`config.mk`:
```
export PLATFORM = sky130hd
export DESIGN_NAME = strict_priority_two_class_queue
export DESIGN_NICKNAME = d
export VERILOG_FILES = /design/src/rtl/spq2_pkg.sv /design/src/rtl/strict_priority_two_class_queue.sv
export SDC_FILE = /design/constraint.sdc
export NUM_CORES = 2
export LEC_CHECK = 0
export ABC_CLOCK_PERIOD_IN_PS = 8400
export BUFFER_PORTS_ARGS = -buffer_cell sky130_fd_sc_hd__clkbuf_2
export CAP_MARGIN = 20
export CORE_MARGIN = 5
export CORE_UTILIZATION = 35
export CTS_CLUSTER_DIAMETER = 200
export DETAILED_ROUTE_END_ITERATION = 6
export PLACE_DENSITY = 0.56
export SLEW_MARGIN = 40
export SYNTH_ARGS = -nofsm -noshare
export SYNTH_HDL_FRONTEND = slang
export SYNTH_SLANG_ARGS = --single-unit
```
`constraint.sdc`:
```
create_clock -name i_clk -period 8.4 [get_ports i_clk]
set_clock_uncertainty 0.1 [all_clocks]
set_input_delay 1.68 -clock i_clk [delete_from_list [all_inputs] [get_ports i_clk]]
set_output_delay 1.68 -clock i_clk [all_outputs]
set_load 0.01 [all_outputs]
```
`src/rtl/spq2_pkg.sv`:
```
`timescale 1ns / 1ps

package spq2_pkg;

    // Action codes carried on the input tuser bit.
    localparam logic ACT_ARRIVAL = 1'b0;
    localparam logic ACT_DONE    = 1'b1;

    // Arrival class codes as they appear on the input.
    localparam logic [1:0] PCLS_FAULT = 2'd0;
    localparam logic [1:0] PCLS_TELEM = 2'd1;

    // Class codes of a stored or served packet.
    localparam logic CLASS_FAULT = 1'b0;
    localparam logic CLASS_TELEM = 1'b1;

    localparam int TAG_FIELD_W   = 16;
    localparam int STAMP_W       = 32;
    localparam int IN_TDATA_W    = 88;
    localparam int OUT_TDATA_W   = 72;

    typedef enum logic [1:0] {
        S_IDLE = 2'b01,
        S_READ = 2'b10
    } t_state;

    // Declared from the highest bit down, so the last member sits at bit 0.
    typedef struct packed {
        logic        spurious_done;
        logic [5:0]  peak_occupancy;
        logic [4:0]  telemetry_level;
        logic [4:0]  fault_level;
        logic        server_busy;
        logic [15:0] start_tag;
        logic        start_class;
        logic        start_valid;
        logic [31:0] done_delay;
        logic        done_class;
        logic        done_valid;
        logic        accepted;
    } t_result;

endpackage

```
`src/rtl/strict_priority_two_class_queue.sv`:
```
`timescale 1ns / 1ps

// Two-class strict-priority queue with a single server. Each input word is
// either a packet arrival (tuser 0) or a service-done event (tuser 1), and
// each produces exactly one result word. Fault and telemetry packets wait in
// two circular buffers of QUEUE_DEPTH entries, each a synchronous memory;
// the server always takes the fault head first. A word that pops a stored
// packet has its result valid after a memory read and then a result load;
// any other word has it valid in the cycle after acceptance. The next word is
// accepted once the previous result has been taken by the sink. The registered
// read of the queue memories is what sets the longer path. An arrival
// that meets an idle server is forwarded straight into service.
module strict_priority_two_class_queue #(
    parameter int QUEUE_DEPTH = 16,
    parameter int TAG_BITS    = 16
) (
    input  logic                               i_clk,
    input  logic                               i_rst_n,
    input  logic                               i_s_axis_tvalid,
    output logic                               o_s_axis_tready,
    // tdata: packet_class[1:0], packet_tag[17:2], arrival_stamp[49:18],
    // now_time[81:50], zero pad above.
    input  logic [spq2_pkg::IN_TDATA_W-1:0]    i_s_axis_tdata,
    // tuser: action.
    input  logic                               i_s_axis_tuser,
    output logic                               o_m_axis_tvalid,
    input  logic                               i_m_axis_tready,
    // tdata: accepted, done_valid, done_class, done_delay[31:0], start_valid,
    // start_class, start_tag[15:0], server_busy, fault_level[4:0],
    // telemetry_level[4:0], peak_occupancy[5:0], spurious_done, zero pad.
    output logic [spq2_pkg::OUT_TDATA_W-1:0]   o_m_axis_tdata
);

    localparam int TW  = (TAG_BITS < spq2_pkg::TAG_FIELD_W) ? TAG_BITS
                                                            : spq2_pkg::TAG_FIELD_W;
    localparam int EW  = TW + spq2_pkg::STAMP_W;
    localparam int HW  = $clog2(QUEUE_DEPTH);
    localparam int CW  = $clog2(QUEUE_DEPTH + 1);
    localparam int PW  = CW + 1;
    localparam int PKW = $clog2(2 * QUEUE_DEPTH + 1);

    localparam logic [CW-1:0] DEPTH_C    = CW'(QUEUE_DEPTH);
    localparam logic [PW-1:0] DEPTH_P    = PW'(QUEUE_DEPTH);
    localparam logic [HW-1:0] LAST_HEAD  = HW'(QUEUE_DEPTH - 1);

    // Input fields.
    logic                         in_action;
    logic [1:0]                   in_class;
    logic [TW-1:0]                in_tag;
    logic [spq2_pkg::STAMP_W-1:0] in_stamp;
    logic [spq2_pkg::STAMP_W-1:0] in_now;

    assign in_action = i_s_axis_tuser;
    assign in_class  = i_s_axis_tdata[1:0];
    assign in_tag    = TW'(i_s_axis_tdata[17:2]);
    assign in_stamp  = i_s_axis_tdata[49:18];
    assign in_now    = i_s_axis_tdata[81:50];

    // Control state.
    spq2_pkg::t_state r_state;
    logic             r_out_valid;
    logic [HW-1:0]    r_f_head, r_t_head;
    logic [CW-1:0]    r_f_cnt, r_t_cnt;
    logic             r_busy;
    logic [PKW-1:0]   r_peak;

    // Payload.
    spq2_pkg::t_result            r_out;
    logic                         r_srv_class;
    logic [spq2_pkg::STAMP_W-1:0] r_srv_stamp;
    logic                         r_rd_sel;

    // Queue memories.
    logic [EW-1:0] r_fault_mem [QUEUE_DEPTH];
    logic [EW-1:0] r_telem_mem [QUEUE_DEPTH];
    logic [EW-1:0] r_fault_rd, r_telem_rd;

    // Next values.
    spq2_pkg::t_result            n_out;
    logic [HW-1:0]                n_f_head, n_t_head;
    logic [CW-1:0]                n_f_cnt, n_t_cnt;
    logic                         n_busy;
    logic [PKW-1:0]               n_peak;
    logic                         n_srv_class;
    logic [spq2_pkg::STAMP_W-1:0] n_srv_stamp;

    logic          acc;
    logic          push_f, push_t;
    logic          pop_read;
    logic          pop_sel;
    logic [HW-1:0] f_head_inc, t_head_inc;
    logic [PW-1:0] f_pos_sum, t_pos_sum;
    logic [HW-1:0] f_wpos, t_wpos;
    logic [PKW-1:0] total;
    logic [EW-1:0] rd_entry;

    assign o_s_axis_tready = (r_state == spq2_pkg::S_IDLE) && !r_out_valid;
    assign acc             = i_s_axis_tvalid && o_s_axis_tready;
    assign o_m_axis_tvalid = r_out_valid;
    assign o_m_axis_tdata  = {1'b0, r_out};

    assign f_head_inc = (r_f_head == LAST_HEAD) ? '0 : r_f_head + HW'(1);
    assign t_head_inc = (r_t_head == LAST_HEAD) ? '0 : r_t_head + HW'(1);

    // The tail position is head plus count, which stays below twice the depth.
    assign f_pos_sum = PW'(r_f_head) + PW'(r_f_cnt);
    assign t_pos_sum = PW'(r_t_head) + PW'(r_t_cnt);
    assign f_wpos    = (f_pos_sum >= DEPTH_P) ? HW'(f_pos_sum - DEPTH_P) : HW'(f_pos_sum);
    assign t_wpos    = (t_pos_sum >= DEPTH_P) ? HW'(t_pos_sum - DEPTH_P) : HW'(t_pos_sum);

    assign rd_entry = (r_rd_sel == spq2_pkg::CLASS_TELEM) ? r_telem_rd : r_fault_rd;

    always_comb begin
        n_out       = '0;
        n_f_head    = r_f_head;
        n_t_head    = r_t_head;
        n_f_cnt     = r_f_cnt;
        n_t_cnt     = r_t_cnt;
        n_busy      = r_busy;
        n_peak      = r_peak;
        n_srv_class = r_srv_class;
        n_srv_stamp = r_srv_stamp;
        push_f      = 1'b0;
        push_t      = 1'b0;
        pop_read    = 1'b0;
        pop_sel     = spq2_pkg::CLASS_FAULT;
        total       = '0;

        if (in_action == spq2_pkg::ACT_ARRIVAL) begin
            if (in_class == spq2_pkg::PCLS_FAULT && r_f_cnt != DEPTH_C) begin
                push_f  = 1'b1;
                n_f_cnt = r_f_cnt + CW'(1);
            end else if (in_class == spq2_pkg::PCLS_TELEM && r_t_cnt != DEPTH_C) begin
                push_t  = 1'b1;
                n_t_cnt = r_t_cnt + CW'(1);
            end
            if (push_f || push_t) begin
                n_out.accepted = 1'b1;
                total = PKW'(n_f_cnt) + PKW'(n_t_cnt);
                if (total > r_peak) begin
                    n_peak = total;
                end
                // An idle server implies both queues are empty, so the new
                // packet is the head and goes straight into service.
                if (!r_busy) begin
                    n_busy            = 1'b1;
                    n_out.start_valid = 1'b1;
                    n_out.start_class = push_t ? spq2_pkg::CLASS_TELEM
                                               : spq2_pkg::CLASS_FAULT;
                    n_out.start_tag   = 16'(in_tag);
                    n_srv_class       = n_out.start_class;
                    n_srv_stamp       = in_stamp;
                    if (push_f) begin
                        n_f_cnt  = r_f_cnt;
                        n_f_head = f_head_inc;
                    end else begin
                        n_t_cnt  = r_t_cnt;
                        n_t_head = t_head_inc;
                    end
                end
            end
        end else if (r_busy) begin
            n_out.done_valid = 1'b1;
            n_out.done_class = r_srv_class;
            n_out.done_delay = in_now - r_srv_stamp;
            if (r_f_cnt != '0) begin
                n_f_cnt           = r_f_cnt - CW'(1);
                n_f_head          = f_head_inc;
                pop_read          = 1'b1;
                pop_sel           = spq2_pkg::CLASS_FAULT;
                n_out.start_valid = 1'b1;
                n_out.start_class = spq2_pkg::CLASS_FAULT;
                n_srv_class       = spq2_pkg::CLASS_FAULT;
            end else if (r_t_cnt != '0) begin
                n_t_cnt           = r_t_cnt - CW'(1);
                n_t_head          = t_head_inc;
                pop_read          = 1'b1;
                pop_sel           = spq2_pkg::CLASS_TELEM;
                n_out.start_valid = 1'b1;
                n_out.start_class = spq2_pkg::CLASS_TELEM;
                n_srv_class       = spq2_pkg::CLASS_TELEM;
            end else begin
                n_busy = 1'b0;
            end
        end else begin
            n_out.spurious_done = 1'b1;
        end

        n_out.server_busy     = n_busy;
        n_out.fault_level     = 5'(n_f_cnt);
        n_out.telemetry_level = 5'(n_t_cnt);
        n_out.peak_occupancy  = 6'(n_peak);
    end

    // Queue memories: one write and one registered read each.
    always_ff @(posedge i_clk) begin
        if (acc && push_f) begin
            r_fault_mem[f_wpos] <= {in_tag, in_stamp};
        end
        if (acc) begin
            r_fault_rd <= r_fault_mem[r_f_head];
        end
    end

    always_ff @(posedge i_clk) begin
        if (acc && push_t) begin
            r_telem_mem[t_wpos] <= {in_tag, in_stamp};
        end
        if (acc) begin
            r_telem_rd <= r_telem_mem[r_t_head];
        end
    end

    always_ff @(posedge i_clk) begin
        if (!i_rst_n) begin
            r_state     <= spq2_pkg::S_IDLE;
            r_out_valid <= 1'b0;
            r_f_head    <= '0;
            r_t_head    <= '0;
            r_f_cnt     <= '0;
            r_t_cnt     <= '0;
            r_busy      <= 1'b0;
            r_peak      <= '0;
        end else begin
            if (r_out_valid && i_m_axis_tready) begin
                r_out_valid <= 1'b0;
            end
            case (r_state)
                spq2_pkg::S_IDLE: begin
                    if (acc) begin
                        r_f_head <= n_f_head;
                        r_t_head <= n_t_head;
                        r_f_cnt  <= n_f_cnt;
                        r_t_cnt  <= n_t_cnt;
                        r_busy   <= n_busy;
                        r_peak   <= n_peak;
                        if (pop_read) begin
                            r_state <= spq2_pkg::S_READ;
                        end else begin
                            r_out_valid <= 1'b1;
                        end
                    end
                end
                spq2_pkg::S_READ: begin
                    r_out_valid <= 1'b1;
                    r_state     <= spq2_pkg::S_IDLE;
                end
                default: begin
                    r_state <= spq2_pkg::S_IDLE;
                end
            endcase
        end
    end

    always_ff @(posedge i_clk) begin
        if (acc) begin
            r_out       <= n_out;
            r_srv_class <= n_srv_class;
            r_srv_stamp <= n_srv_stamp;
            r_rd_sel    <= pop_sel;
        end else if (r_state == spq2_pkg::S_READ) begin
            // The popped head arrives from memory in the cycle after acceptance.
            r_out.start_tag <= 16'(rd_entry[EW-1:spq2_pkg::STAMP_W]);
            r_srv_stamp     <= rd_entry[spq2_pkg::STAMP_W-1:0];
        end
    end

`ifndef NO_ASSERTIONS
    a_idle_empty: assert property (@(posedge i_clk) disable iff (!i_rst_n)
        !r_busy |-> (r_f_cnt == '0 && r_t_cnt == '0))
        else $error("server idle while packets wait");

    a_count_bound: assert property (@(posedge i_clk) disable iff (!i_rst_n)
        (r_f_cnt <= DEPTH_C) && (r_t_cnt <= DEPTH_C))
        else $error("queue count beyond depth");

    a_read_no_out: assert property (@(posedge i_clk) disable iff (!i_rst_n)
        (r_state == spq2_pkg::S_READ) |-> !r_out_valid)
        else $error("result pending during memory read");

    a_read_done: assert property (@(posedge i_clk) disable iff (!i_rst_n)
        (r_state == spq2_pkg::S_READ) |=> (r_out_valid && r_state == spq2_pkg::S_IDLE))
        else $error("memory read did not produce a result");

    a_accept_progress: assert property (@(posedge i_clk) disable iff (!i_rst_n)
        acc |=> (r_out_valid || r_state == spq2_pkg::S_READ))
        else $error("accepted word produced no result");
`endif

endmodule
```
Word-level counts from Yosys, hierarchy flattened
Memories as Yosys holds them, arrays and structs flattened. A register that Yosys moved wholly into a read port is not among the register bits.
Index checks and enable logic that the tools add are counted.
- register bits after elaboration: 133
- memory bits (writable): 1536
- input bits: 93
- output and inout port bits: 74
- memories kept: 2
- memory list (memory ; words ; bits a word ; rd ports ; clocked after Yosys merged registers in ; write ports ; line ; RTL):
    r_fault_mem ; 16 ; 48 ; 1 ; 1 ; 1 ; strict_priority_two_class_queue.sv:74 ; logic [EW-1:0] r_fault_mem [QUEUE_DEPTH];
    r_telem_mem ; 16 ; 48 ; 1 ; 1 ; 1 ; strict_priority_two_class_queue.sv:75 ; logic [EW-1:0] r_telem_mem [QUEUE_DEPTH];
- add/subtract/negate cells: 12
- order comparisons: 3
- equal/unequal tests: 17
- multiplexer cells: 83
- bitwise gates (word level): 2
- reduce and logical (&&, ||, !) cells: 24
- operators by type and width (cell ; number):
    2-to-1 mux 32 bit ; 5
    2-to-1 mux 5 bit ; 18
    2-to-1 mux 4 bit ; 17
    2-to-1 mux 16 bit ; 3
    2-to-1 mux 48 bit ; 1
    2-to-1 mux 18 bit ; 2
    2-to-1 mux 36 bit ; 1
    subtractor 32 bit ; 1
    2-to-1 mux 1 bit ; 29
    2-to-1 mux 6 bit ; 3
    adder 4 x 5 -> 6 bit ; 2
    >= comparator 6 x 5 -> 1 bit (second input constant) ; 2
    adder 5 x 1 -> 5 bit (second input constant) ; 2
    inequality test 2 bit (second input constant) ; 5
    inequality test 5 bit (second input constant) ; 2
    nonzero test 5 bit ; 2
    subtractor 5 x 1 -> 5 bit (second input constant) ; 2
    adder 4 x 1 -> 4 bit (second input constant) ; 2
    == test 4 bit (second input constant) ; 2
    inequality test 2 x 1 -> 1 bit (second input constant) ; 4
    AND reduction 2 bit ; 4
    AND reduction 8 bit ; 1
    subtractor 4 x 1 -> 4 bit (second input constant) ; 2
    logical AND 1 bit ; 7
    other kinds (16) ; 22

Logic depth before layout (Yosys ltp)
- word-level depth: 10
- depth in mapped cells: 19
- mapped depth without buffers: 18

Worst setup path before layout
No wires, ideal clock.
- path kind: input to register
- start: input port i_s_axis_tvalid
- end: register r_out (netlist bit o_m_axis_tdata[0]) (enable)
- library setup time: 0.576 ns
- arrival time: 6.453 ns
- required time: 7.724 ns
- setup slack: 1.272 ns
- stages on the path: 4
- buffers on the path: 2
- cells stage by stage: nand2_1 -> inv_1 -> clkbuf_1 -> clkbuf_1
- longest elaborated chain between the ends: 1
- ends and longest elaborated chain (item ; line ; RTL):
    start: declaration ; strict_priority_two_class_queue.sv:19 ; input logic i_s_axis_tvalid,
    logical AND 1 bit ; strict_priority_two_class_queue.sv:98 ; assign acc = i_s_axis_tvalid && o_s_axis_tready;
    net acc ; strict_priority_two_class_queue.sv:87 ; logic acc;
    end signal: assignment ; strict_priority_two_class_queue.sv:257 ; r_out <= n_out;
    end: declaration ; strict_priority_two_class_queue.sv:68 ; spq2_pkg::t_result r_out;
The timed path passes the listed nets, and every way through them passes these cells.
A chain may end at the register's enable or synchronous reset.

==> results.yml <==
final_layout:
  fin_util: 0.404
  drive_gt1_frac: 0.292
  fin_area_sq_um: 79600
  fin_nets: 3580
  nFillCells: 17300
  syn_to_final_growth_pct: 15.2
  final_cell_count_no_fill: 6225
timing:
  finalHoldViolations: 0
  timing.fmax_mhz: 212
  slew_headroom: 0.420
  setup_viol: 0
  fin_tns_setup_ns: 0
  setup_ws_ns: 3.69
  fin_hold_ws_ns: 0.419
  finalCritPeriodShare: 0.561
  rsz0062_at_grt: "no"
  worstMarginPinSlew_ns: 0.870
  report.final.slew_viol_count: 0
  fin_crit_ns: 4.71
floorplanning:
  die_area_sq_um: 206000
  rows: 163
  die_h_um: 454
  start_util: 0.351
  die_w_um: 454
  core_area_sq_um: 197000
  num_io_pins: 167
logic_synthesis:
  synth_ff_type: "edfxtp_1"
  synth_top_family_by_area: "multiplexers"
  synth.most_common_cell: "edfxtp_1"
  muxShareOfSynthArea: 0.165
  synth_xor_area_frac: 0.00583
  yosysTopAreaCell: "edfxtp_1"
  ys_types: 77
  synth-simple-area-share: 0.0212
  synthesis.nets: 3313
  synth-edff-count: 1737
  synth_common_cells: "edfxtp_1, mux4_2, nand2_1"
  synth.avg_cell_area_sq_um: 21.9
  syn_area_sq_um: 69100
  seq_area_frac_synth: 0.763
  synth_top_area_share: 0.755
  synth_fa_ha_area_frac: 0.0117
  yosys_warnings: 0
  synth_area_leaders: "edfxtp_1, mux4_2, ha_1"
  yosys_register_bits: 1765
  synthCells: 3158
  synth_compound_area_frac: 0.0205
  async_reset_ff_frac: 0
place:
  dp_cells: 5885
  gp_congestion: 0.787
  dpl_cell_area_sq_um: 73700
  dp_worst_setup_slack_ns: 2.90
  numPortBuffers: 159
  dpl.hpwl_um: 91800
setup_path:
  required_ns: 8.87
  cp_max_fo: 11
  crit_arrival_ns: 5.18
  end_kind: "register"
  crit_chain: "clkbuf_2 -> nor2_2 -> o31a_1 -> xnor2_1 -> ha_1 -> inv_1 -> fa_1 -> or4b_1 -> o2111ai_1 -> ha_1 -> nand2_1 -> o21ai_0 -> o211a_1 -> mux2_2"
  crit_path_start_kind: "input pin"
  path_class: "input pin to register"
  cpPeakStageDelay_ns: 0.53
  critPathMostFrequentCell: "ha_1"
  slowest_stage: "or4b_1"
  path_buf_inv: 2
  crit_family: "compound AO/OA/AOI/OAI gates"
detailed_routing:
  ant_nets: 0
  vias: 32500
  firstDrtPassIters: 5
  wirelength_um: 170000
  drc: 0
  drt_iter0_drc: 2938
  via_per_inst: 5.23
  wire_per_inst_um: 27.3
clock_network:
  cts_buffers: 176
  cts_root_buf: "clkbuf_16"
  cts.repair.resized: 0
  clkLatencyLatePin_ns: 0.82
  cts_tree: "done"
  cts.clk_slew.worst_paths_ns: 0.07
  holdBufCountCts: 0
  cts_max_path_buffers: 3
  cts_setup_buffers: 0
  cts_sinks: 1765
  htreeDepth: 4
power_and_ir_drop:
  powerDensity_nw_per_um2: 237
  power_leakage_nw: 24.7
  ir_drop_mv: 0.158
  total_power_mw: 18.8
global_route:
  grt_pass1_wl_um: 243000
  grt_max_degree: 130
  grt_usage: 0.164
  grt_overflow: 0
  grt_pass1_vias: 33000
  grt_antenna_before_repair: 19
job:
  maxCapViolations: 0
hold_path:
  hold_path.class: "register to register"
run_status:
  status: "finished, final reports clean"
cell families after synthesis:
kind of cell	Yosys count
AO/OA/AOI/OAI	221
XOR/XNOR	46
adder cells (fa/ha/maj)	62
buffers and inverters	210
flip-flops	1765
multiplexers	540
other	1
AND/OR/NAND/NOR	313
final timing paths:
| check | start | end | slack [ns] | cells after the start |
|---|---|---|---|---|
| worst max-delay path | i_s_axis_tdata[0] | o_m_axis_tdata[64]$_DFFE_PP_ | 3.69 | 14 |
| worst min-delay path | r_state[0]$_SDFFE_PN1P_ | r_state[0]$_SDFFE_PN1P_ | 0.42 | 2 |
| worst max register to register | r_f_cnt[1]$_SDFFE_PN0P_ | o_m_axis_tdata[64]$_DFFE_PP_ | 3.95 | 15 |
| worst min register to register | r_state[0]$_SDFFE_PN1P_ | r_state[0]$_SDFFE_PN1P_ | 0.42 | 2 |
state kept, by name (all words and copies together), names as in the netlist:
name,flops
r_telem_mem,768
r_state,2
r_fault_rd,48
r_peak,6
o_m_axis_tdata,71
r_f_head,4
r_fault_mem,768
o_m_axis_tvalid,1
r_telem_rd,48
r_srv_class,1
r_rd_sel,1
r_t_head,4
r_srv_stamp,32
r_f_cnt,5
r_t_cnt,5
r_busy,1
tightest hold or removal path, cell delays in order, from the launching register on:
cell and delay [ns]:
dfxtp_1 0.33, o21ai_0 0.07, nand3_1 0.07
cell type report:
class,count,area (sq um),area share
Clock buffer,211,4580,0.0575
Inverter,60,233,0.00293
Timing Repair Buffer,239,1700,0.0213
Clock inverter,120,1200,0.0151
Sequential cell,1765,52800,0.663
Multi-Input combinational cell,1183,15800,0.198
Tap cell,2640,3300,0.0415
Antenna cell,7,17.5,0.000220
placed cells by master, fill, tap and decap left out, drive strengths merged, types with 4 or more instances in the layout:
cell	count
and3	7
buf	80
bufinv	17
nor3b	4
mux2i	58
or3	5
a21oi	40
nand3	26
o21ai	92
dfxtp	28
edfxtp	1737
nor2b	18
clkbuf	370
nor3	12
xor2	15
and2	6
inv	66
mux4	480
nor2	95
a21o	17
a211oi	5
nand2	102
diode	7
o211a	4
nand4	11
nand2b	13
clkinv	91
xnor2	31
a31oi	5
o21bai	4
fa	4
o211ai	10
ha	58
clkinvlp	6
a21boi	11
layer usage:
layer / GRT usage / vias up / share of wire / wire length, um
li1: - / 13800 / - / -
met1: 0.230 / 17500 / 0.43 / 73100
met2: 0.260 / 1003 / 0.48 / 81400
met3: 0.0295 / 250 / 0.060 / 10200
met4: 0.0546 / 14 / 0.030 / 5050
met5: 0 / - / 0.00043 / 73
power by group:
| part | internal (mW) | switching, mW | leakage [nW] |
|---|---|---|---|
| clock network | 4.45 | 3.40 | 2.82 |
| logic | 0.394 | 0.661 | 5.84 |
| registers | 9.84 | 0.0779 | 16.0 |
| total | 14.7 | 4.14 | 24.7 |
Note: power is estimated with default switching activity, not from simulation.
